## src/rtl/core/deq_pkg.sv

```systemverilog
// Types and constants shared by the double-ended queue modules.
package deq_pkg;

  localparam int unsigned WORD_W = 32;
  localparam int unsigned OP_W   = 2;
  localparam int unsigned ST_W   = 2;
  // op and value packed, padded to whole bytes
  localparam int unsigned IN_W   = ((OP_W + WORD_W + 7) / 8) * 8;

  typedef enum logic [OP_W-1:0] {
    OP_PUSH_BACK  = 2'd0,
    OP_PUSH_FRONT = 2'd1,
    OP_POP_FRONT  = 2'd2,
    OP_POP_BACK   = 2'd3
  } op_t;

  typedef enum logic [ST_W-1:0] {
    ST_OK    = 2'd0,
    ST_EMPTY = 2'd1,
    ST_FULL  = 2'd2
  } status_t;

  typedef enum logic [1:0] {
    S_IDLE,
    S_READ,
    S_LOAD
  } state_t;

  // controller to datapath
  typedef struct packed {
    logic take;   // apply the accepted item to indices, count and store
    logic read;   // fetch front and back words
    logic load;   // move the result into the output register
  } cmd_t;

  // datapath to controller
  typedef struct packed {
    logic out_free; // output register can take a new result this cycle
  } sts_t;

endpackage

```

## src/rtl/core/deq_ctrl.sv

```systemverilog
// Sequencer for the double-ended queue: take, read, load.
module deq_ctrl (
  input  logic          clk,
  input  logic          rst_n,
  input  logic          in_valid,
  output logic          in_ready,
  input  deq_pkg::sts_t sts,
  output deq_pkg::cmd_t cmd
);

  deq_pkg::state_t state_r;
  deq_pkg::state_t state_nxt;

  always_ff @(posedge clk) begin
    if (!rst_n) begin
      state_r <= deq_pkg::S_IDLE;
    end else begin
      state_r <= state_nxt;
    end
  end

  always_comb begin
    state_nxt = state_r;
    unique case (state_r)
      deq_pkg::S_IDLE: begin
        if (in_valid) begin
          state_nxt = deq_pkg::S_READ;
        end
      end
      deq_pkg::S_READ: begin
        state_nxt = deq_pkg::S_LOAD;
      end
      deq_pkg::S_LOAD: begin
        if (sts.out_free) begin
          state_nxt = deq_pkg::S_IDLE;
        end
      end
      default: begin
        state_nxt = deq_pkg::S_IDLE;
      end
    endcase
  end

  always_comb begin
    in_ready = 1'b0;
    cmd      = '0;
    unique case (state_r)
      deq_pkg::S_IDLE: begin
        in_ready = 1'b1;
        cmd.take = in_valid;
      end
      deq_pkg::S_READ: begin
        cmd.read = 1'b1;
      end
      deq_pkg::S_LOAD: begin
        cmd.load = sts.out_free;
      end
      default: begin
        in_ready = 1'b0;
      end
    endcase
  end

endmodule

```

## src/rtl/core/deq_dp.sv

```systemverilog
// Ring store, indices, count and output register of the double-ended queue.
module deq_dp #(
  parameter int unsigned DEPTH = 16
) (
  input  logic                             clk,
  input  logic                             rst_n,
  input  deq_pkg::cmd_t                    cmd,
  output deq_pkg::sts_t                    sts,
  input  deq_pkg::op_t                     in_op,
  input  logic signed [deq_pkg::WORD_W-1:0] in_value,
  output logic                             out_valid,
  input  logic                             out_ready,
  output deq_pkg::status_t                 out_status,
  output logic signed [deq_pkg::WORD_W-1:0] out_front,
  output logic signed [deq_pkg::WORD_W-1:0] out_back,
  output logic [$clog2(DEPTH+1)-1:0]       out_occupancy,
  output logic                             out_is_empty
);

  localparam int unsigned IW = $clog2(DEPTH);
  localparam int unsigned CW = $clog2(DEPTH + 1);
  localparam logic [IW-1:0] LAST_IDX = IW'(DEPTH - 1);

  logic [deq_pkg::WORD_W-1:0] mem [DEPTH];

  logic [IW-1:0]              front_r, front_nxt;
  logic [IW-1:0]              back_r, back_nxt;
  logic [CW-1:0]              count_r, count_nxt;
  deq_pkg::status_t           status_r, status_nxt;
  logic [deq_pkg::WORD_W-1:0] rd_front_r, rd_back_r;
  logic                       out_valid_r;
  deq_pkg::status_t           out_status_r;
  logic [deq_pkg::WORD_W-1:0] out_front_r, out_back_r;
  logic [CW-1:0]              out_count_r;
  logic                       out_empty_r;

  logic          full, empty, wr_en;
  logic [IW-1:0] wr_addr, front_prev, front_next, back_prev, back_next;

  always_comb begin
    front_prev = (front_r == '0) ? LAST_IDX : front_r - 1'b1;
    front_next = (front_r == LAST_IDX) ? '0 : front_r + 1'b1;
    back_prev  = (back_r == '0) ? LAST_IDX : back_r - 1'b1;
    back_next  = (back_r == LAST_IDX) ? '0 : back_r + 1'b1;
  end

  always_comb begin
    full       = (count_r == CW'(DEPTH));
    empty      = (count_r == '0);
    wr_en      = 1'b0;
    wr_addr    = back_r;
    front_nxt  = front_r;
    back_nxt   = back_r;
    count_nxt  = count_r;
    status_nxt = status_r;
    if (cmd.take) begin
      status_nxt = deq_pkg::ST_OK;
      case (in_op)
        deq_pkg::OP_PUSH_BACK: begin
          if (full) begin
            status_nxt = deq_pkg::ST_FULL;
          end else begin
            wr_en     = 1'b1;
            wr_addr   = back_r;
            back_nxt  = back_next;
            count_nxt = count_r + 1'b1;
          end
        end
        deq_pkg::OP_PUSH_FRONT: begin
          if (full) begin
            status_nxt = deq_pkg::ST_FULL;
          end else begin
            wr_en     = 1'b1;
            wr_addr   = front_prev;
            front_nxt = front_prev;
            count_nxt = count_r + 1'b1;
          end
        end
        deq_pkg::OP_POP_FRONT: begin
          if (empty) begin
            status_nxt = deq_pkg::ST_EMPTY;
          end else begin
            front_nxt = front_next;
            count_nxt = count_r - 1'b1;
          end
        end
        default: begin
          if (empty) begin
            status_nxt = deq_pkg::ST_EMPTY;
          end else begin
            back_nxt  = back_prev;
            count_nxt = count_r - 1'b1;
          end
        end
      endcase
    end
  end

  // ring store: one write port, two registered read ports
  always_ff @(posedge clk) begin
    if (wr_en) begin
      mem[wr_addr] <= in_value;
    end
  end

  always_ff @(posedge clk) begin
    if (cmd.read) begin
      rd_front_r <= mem[front_r];
      rd_back_r  <= mem[back_prev];
    end
  end

  always_ff @(posedge clk) begin
    if (!rst_n) begin
      front_r <= '0;
      back_r  <= '0;
      count_r <= '0;
    end else begin
      front_r <= front_nxt;
      back_r  <= back_nxt;
      count_r <= count_nxt;
    end
  end

  always_ff @(posedge clk) begin
    status_r <= status_nxt;
  end

  // output register: hold while stalled, drop valid once transferred
  always_ff @(posedge clk) begin
    if (!rst_n) begin
      out_valid_r <= 1'b0;
    end else if (cmd.load) begin
      out_valid_r <= 1'b1;
    end else if (out_ready) begin
      out_valid_r <= 1'b0;
    end
  end

  always_ff @(posedge clk) begin
    if (cmd.load) begin
      out_status_r <= status_r;
      out_front_r  <= empty ? '1 : rd_front_r;
      out_back_r   <= empty ? '1 : rd_back_r;
      out_count_r  <= count_r;
      out_empty_r  <= empty;
    end
  end

  assign sts.out_free   = !out_valid_r || out_ready;
  assign out_valid      = out_valid_r;
  assign out_status     = out_status_r;
  assign out_front      = out_front_r;
  assign out_back       = out_back_r;
  assign out_occupancy  = out_count_r;
  assign out_is_empty   = out_empty_r;

endmodule

```

## src/rtl/core/double_ended_queue_core.sv

```systemverilog
// A taken item passes through the read state, then the load state, into the output register;
// it waits in the load state while the output is stalled. Items are taken one at a time: the
// ring store's registered read fetches front and back words after the update, before the load.
// An input transfer is taken while an earlier result still waits at the output.
// Reset (rst_n low, synchronous) empties the queue and clears the output valid;
// store contents are left as they are and are never used before being written.
module double_ended_queue_core #(
  parameter int unsigned DEPTH = 16
) (
  input  logic                 clk,
  input  logic                 rst_n,
  input  logic                 in_tvalid,
  output logic                 in_tready,
  // fields from bit 0 up: op[1:0], value[33:2], zero padding
  input  logic [deq_pkg::IN_W-1:0] in_tdata,
  output logic                 out_tvalid,
  input  logic                 out_tready,
  // fields from bit 0 up: status, front_value, back_value, occupancy, is_empty,
  // zero padding
  output logic [((2 * deq_pkg::WORD_W + deq_pkg::ST_W + $clog2(DEPTH+1) + 1 + 7) / 8) * 8 - 1:0]
                               out_tdata
);

  localparam int unsigned CW     = $clog2(DEPTH + 1);
  localparam int unsigned FLD_W  = 2 * deq_pkg::WORD_W + deq_pkg::ST_W + CW + 1;
  localparam int unsigned OUT_W  = ((FLD_W + 7) / 8) * 8;
  localparam int unsigned PAD_W  = OUT_W - FLD_W;

  deq_pkg::cmd_t cmd;
  deq_pkg::sts_t sts;

  deq_pkg::op_t                      in_op;
  logic signed [deq_pkg::WORD_W-1:0] in_value;
  deq_pkg::status_t                  out_status;
  logic signed [deq_pkg::WORD_W-1:0] out_front, out_back;
  logic [CW-1:0]                     out_occupancy;
  logic                              out_is_empty;

  // unpack the input transfer; padding bits are ignored
  assign in_op    = deq_pkg::op_t'(in_tdata[deq_pkg::OP_W-1:0]);
  assign in_value = in_tdata[deq_pkg::OP_W +: deq_pkg::WORD_W];

  // the controller sequences take, read and load; the datapath owns the queue state
  deq_ctrl u_ctrl (
    .clk      (clk),
    .rst_n    (rst_n),
    .in_valid (in_tvalid),
    .in_ready (in_tready),
    .sts      (sts),
    .cmd      (cmd)
  );

  deq_dp #(
    .DEPTH (DEPTH)
  ) u_dp (
    .clk           (clk),
    .rst_n         (rst_n),
    .cmd           (cmd),
    .sts           (sts),
    .in_op         (in_op),
    .in_value      (in_value),
    .out_valid     (out_tvalid),
    .out_ready     (out_tready),
    .out_status    (out_status),
    .out_front     (out_front),
    .out_back      (out_back),
    .out_occupancy (out_occupancy),
    .out_is_empty  (out_is_empty)
  );

  // pack the result, lowest field first, zero-fill to whole bytes
  generate
    if (PAD_W > 0) begin : g_pad
      assign out_tdata = {{PAD_W{1'b0}}, out_is_empty, out_occupancy, out_back, out_front,
                          out_status};
    end else begin : g_nopad
      assign out_tdata = {out_is_empty, out_occupancy, out_back, out_front, out_status};
    end
  endgenerate

endmodule

```

## config.mk

```make
export PLATFORM = sky130hd
export DESIGN_NAME = double_ended_queue_core
export DESIGN_NICKNAME = d
export VERILOG_FILES = /design/src/rtl/core/deq_pkg.sv /design/src/rtl/core/deq_ctrl.sv /design/src/rtl/core/deq_dp.sv /design/src/rtl/core/double_ended_queue_core.sv
export SDC_FILE = /design/constraint.sdc
export NUM_CORES = 1
export LEC_CHECK = 0
export BUFFER_PORTS_ARGS = -buffer_cell sky130_fd_sc_hd__buf_2
export CAP_MARGIN = 20
export CORE_UTILIZATION = 30
export DETAILED_ROUTE_END_ITERATION = 7
export GPL_ROUTABILITY_DRIVEN = 1
export HOLD_SLACK_MARGIN = 0.08
export SYNTH_ARGS = -nofsm -noshare
export SYNTH_HDL_FRONTEND = slang
export SYNTH_SLANG_ARGS = --single-unit
```

## constraint.sdc

```tcl
create_clock -name clk -period 5.2 [get_ports clk]
set_clock_uncertainty 0.05 [all_clocks]
set_input_delay 0.26 -clock clk [delete_from_list [all_inputs] [get_ports clk]]
set_output_delay 0.26 -clock clk [all_outputs]
set_load 0.005 [all_outputs]
```

# Word-level counts from Yosys, hierarchy flattened
# Memories as Yosys holds them, arrays and structs flattened. A register that Yosys moved wholly into a read port is not among the register bits.
# Index checks and enable logic that the tools add are counted.
totals:
  ff_bits: 90
  mem_bits_rw: 512
  input_bits: 44
  out_inout_bits: 74
  wordCells: 82
  memories: 1
mem_list:
  columns: ["name", "depth", "word_bits", "rd", "rd_clocked_by_memory_dff", "wr", "line", "source"]
  rows:
  - ["u_dp.mem", 16, 32, 2, 2, 1, "deq_dp.sv:24", "logic [deq_pkg::WORD_W-1:0] mem [DEPTH];"]
op_classes:
  n_addsub: 6
  eq_ne: 15
  n_mux: 33
  bitwise_logic: 1
  reduce_logical: 15
ops:
  columns: ["cell", "count"]
  rows:
  - ["$mux W4", 11]
  - ["$pmux W4 S2", 2]
  - ["$mux W5", 3]
  - ["$ne A2 B2 Y1 const B", 7]
  - ["$mux W1", 12]
  - ["$add A4 B1 Y4 const B", 2]
  - ["$eq A4 B4 Y1 const B", 2]
  - ["$logic_not A4 Y1", 2]
  - ["$mux W2", 4]
  - ["$reduce_and A4 Y1", 2]
  - ["$sub A4 B1 Y4 const B", 2]
  - ["$pmux W2 S3", 1]
  - ["$add A5 B1 Y5 const B", 1]
  - ["$eq A5 B5 Y1 const B", 1]
  - ["$logic_not A5 Y1", 1]
  - ["$sub A5 B1 Y5 const B", 1]
  - ["$eq A2 B1 Y1 const B", 2]
  - ["$eq A2 B2 Y1 const B", 2]
  - ["$logic_not A2 Y1", 2]
  - ["$reduce_bool A2 Y1", 2]
  - ["$reduce_or A2 Y1", 2]
  - ["$reduce_and A3 Y1", 1]
  - ["$ne A2 B1 Y1 const B", 1]
  - ["$reduce_and A2 Y1", 1]
  - ["3 further kinds", 3]

# Longest topological paths before layout
logic_depth:
  depth_word: 6
  depth_mapped: 11
  depth_no_buf: 10

# Hierarchy
# A second synthesis with hierarchy kept.
unflattened:
  hier_cells: 1630
  hier_area_um2: 29492.0
modules_own_cells:
  columns: ["mod", "instances", "cells_per_inst", "area_each_um2", "seq_area_each_um2"]
  rows:
  - ["deq_dp", 1, 1619, 29381.9, 19799.0]
  - ["deq_ctrl", 1, 10, 102.6, 40.0]
  - ["double_ended_queue_core", 1, 1, 7.5, 0.0]

# Worst setup path before layout
# No wires, ideal clock.
synth_timing:
  path_type: "register to register"
  startpoint: "register u_ctrl.state_r[0]"
  endpoint: "register u_dp.out_back_r, in the netlist u_dp.out_back[0] (enable)"
  setup_ns: 0.511
  t_arrival_ns: 3.681
  required_ns: 4.639
  path_slack_ns: 0.958
  stages_incl_launch_ff: 3
  path_buffers: 0
  synth_period_minus_slack_ns: 4.242
  cell_sequence: "dfxtp_1 nand2b_1 nor2b_1"
synth_lines:
  columns: ["item", "line", "source"]
  rows:
  - ["start, declared", "deq_ctrl.sv:11", "deq_pkg::state_t state_r;"]
  - ["start signal, assigned", "deq_ctrl.sv:16", "state_r <= deq_pkg::S_IDLE;"]
  - ["start signal, assigned", "deq_ctrl.sv:18", "state_r <= state_nxt;"]
  - ["end signal, assigned", "deq_dp.sv:144", "out_back_r <= empty ? '1 : rd_back_r;"]
  - ["end, declared", "deq_dp.sv:33", "logic [deq_pkg::WORD_W-1:0] out_front_r, out_back_r;"]

# Final worst setup path
layout_timing:
  startpoint: "register u_ctrl.state_r[1]"
  endpoint: "memory u_dp.mem[3][16] (netlist name) (enable)"
layout_between:
  elab_chain_cells: 5
  word_cells_on_any_way: 6
  classes_between: "5 x mux; 1 x reduce/logical"
layout_rtl:
  columns: ["item", "line", "source"]
  rows:
  - ["$logic_not A2 Y1 *", "deq_ctrl.sv:47", "unique case (state_r)"]
  - ["$mux W1 *", "deq_ctrl.sv:47", null]
  - ["$mux W1", "deq_dp.sv:56", "if (cmd.take) begin"]
  - ["$mux W1", "deq_dp.sv:101", "if (wr_en) begin"]
  - ["$mux W1 (implied by the code)", "deq_dp.sv:102", "mem[wr_addr] <= in_value;"]
  - ["end, declared", "deq_dp.sv:24", null]
# Mark *: on every way between the ends. The rest lies on a longest branch, timed or not.

==> results.yml <==
status:
  status: "finished clean"
run:
  cap_viol_max_count: 0
sta:
  rsz0062_at_grt: "no"
  relSlewSlack: 0.221
  timing.final.max_slew_violations: 0
  max_freq_ghz: 0.260
  fin_crit_ns: 3.85
  post-route-period-util: 0.740
  hold_ws_ns: 0.304
  hold_viol: 0
  worstMarginPinSlew_ns: 1.17
  fin_setup_tns_ns: 0
  finalSetupViolations: 0
synth:
  synth_common_cells: "edfxtp_1, mux4_2, clkbuf_1"
  synth_edf_count: 650
  async_flop_share: 0
  ys_seq_elements: 666
  yosysWarnings: 0
  synth_cells: 1626
  synthFlopType: "edfxtp_1"
  synthesis.nets: 1681
  yosys.area.top_type: "edfxtp_1"
  yosysSeqAreaShare: 0.677
  syn_area_um2: 29300
  synth_area_per_cell_um2: 18.0
  yosys-top-cells-area: "edfxtp_1, mux4_2, mux2i_1, or2_2, dfxtp_1"
  yosys.area.top_type_share: 0.666
  yosysMostFrequentCell: "edfxtp_1"
  synthDistinctLibCells: 77
detailed_routing:
  wl_um: 79000
  drtIter0Drc: 1729
  viasPerCell: 5.33
  antenna_left: 0
  firstDrtPassIters: 7
  wl_per_cell_um: 25.4
  routed-via-count: 16581
  drc: 0
layout:
  antenna_cells: 0
  num-fill-cells: 9050
  drive_gt1_frac: 0.322
  multi_input_area_um2: 9110
  final_nets: 1830
  utilization: 0.356
  ff_latch_area_um2: 19800
  area_growth_pct: 17.5
setup_path:
  crit_path_max_fanout: 21
  crit_buf_inv: 1
  cp-end-kind: "flip-flop"
  critPathArrivalTime_ns: 4.10
  worst-r2r-setup-slack_ns: 1.35
  critPathTopFamily: "simple AND/OR/NAND/NOR gates"
  setup.worst_path.start_class: "flip-flop"
  crit_required_ns: 5.45
  crit_chain: "or3b_2 -> a211oi_2 -> mux2i_1 -> nand2_1 -> nor2_4 -> buf_12"
  slowest_stage: "mux2i_1"
  slowest_delay_ns: 0.89
  worstSetupPathType: "reg -> reg"
pwr:
  irDropWorstVdd_v: 0.000231
  p_leak_uw: 0.0107
  powerDensity_nw_per_um2: 405
clocking:
  clockBufferDepth: 3
  clk_pin_slew_worst_paths_ns: 0.06
  tritoncts.num_buffers: 72
  cts_tree: "yes"
  htreeDepth: 3
  cts-root-buf: "clkbuf_16"
  holdBufCountCts: 35
  cts_setup_buffers: 0
  clk_latency_ns: 0.63
  cts_resized: 0
  cts_num_sinks: 666
grt:
  grt.total_usage: 0.160
  grtUsageMet3: 0.0292
  grt_use_met1: 0.200
  gr-total-overflow: 0
  grt_pass1_vias: 17384
  antenna_found_initial: 3
  grt_pass1_wl_um: 116000
  grt_max_degree: 96
  grt-busiest-layer: "met2"
  gr-usage-met2: 0.275
floorplan:
  core-area_um2: 96700
  ios: 118
  dieArea_um2: 99000
  die_w_um: 315
  rows: 114
  die_h_um: 315
  start_util: 0.303
hold_path:
  hp-class: "in -> reg"
placement:
  gp_congestion: 0.788
  place_hpwl_um: 44800
  port_buffers: 111
[final timing paths]
path,from,end,cells past startpoint
setup reg to reg,u_ctrl.state_r[1],u_dp.mem[3][16],6
hold / removal,in_tdata[1],u_dp.front_r[3],4
setup / recovery,u_ctrl.state_r[1],u_dp.mem[3][16],6
hold reg to reg,u_dp.status_r[1],u_dp.out_status[1],0
[kinds of logic after synthesis]
kind of cell | after synthesis | synth area share
multiplexers | 291 | 0.191
flip-flops | 666 | 0.677
AO/OA/AOI/OAI | 230 | 0.0575
XOR/XNOR | 9 | 0.00294
buffers and inverters | 137 | 0.0189
adder cells (fa/ha/maj) | 11 | 0.00495
AND/OR/NAND/NOR | 282 | 0.0475
[cell usage in the layout (no fill, tap or decap), drive strengths merged, types with 16 or more instances in the layout]
master | netlist | final
o2111ai | 20 | 20
inv | 21 | 24
a221oi | 24 | 24
mux2i | 68 | 68
buf | 36 | 156
a22o | 23 | 23
a21oi | 31 | 31
nand2 | 72 | 72
clkinv | 0 | 30
or2 | 67 | 67
mux4 | 215 | 215
dlygate4sd3 | 0 | 35
clkbuf | 80 | 87
o21ai | 48 | 48
dfxtp | 16 | 16
nor2 | 80 | 80
edfxtp | 650 | 650
[state kept, by name (all words and copies together), names as in the netlist, 2 cells and up]
| register | cells |
|---|---|
| u_dp.mem | 512 |
| u_dp.out_back | 32 |
| u_dp.out_front | 32 |
| u_dp.rd_back_r | 32 |
| u_dp.rd_front_r | 32 |
| u_dp.count_r | 5 |
| u_dp.out_occupancy | 5 |
| u_dp.back_r | 4 |
| u_dp.front_r | 4 |
| u_ctrl.state_r | 2 |
| u_dp.out_status | 2 |
| u_dp.status_r | 2 |
[area by class of cell]
type	count	share of cell area
inverters	21	0.00229
clock inverters	44	0.0143
clock buffers	87	0.0561
repair buffers	191	0.0407
flip-flops and latches	666	0.576
multi-input cells	823	0.264
well taps	1276	0.0463
[metal layers]
layer  part of all wire  up-vias
met2               0.51      638
li1                   -     7048
met5            0.00049        -
met3              0.064      138
met1               0.40     8751
met4              0.028        6
[metrics by stage]
stage	cell area, um2	total power, uW	cells	setup WS [ns]
floorplan	29300	7950	1626	0.958
global route	34500	14500	3108	1.22
CTS	34400	14100	3107	1.33
global placement	31700	8790	2941	1.38
finish	34500	13900	3108	1.35
detailed placement	31700	8820	2941	1.32
[where the power goes]
group	total [uW]	switching, uW	leakage (uW)	internal, uW
registers	6270	92.8	0.00599	6180
clock network	5240	2130	0.00118	3110
logic	2440	1430	0.00354	1010
[tightest hold or removal path, stage by stage]
cell	delay, ns
buf_2	0.11
ha_1	0.28
o21ai_0	0.20
o31ai_1	0.06
No activity file was read; power rests on OpenSTA's default activity.
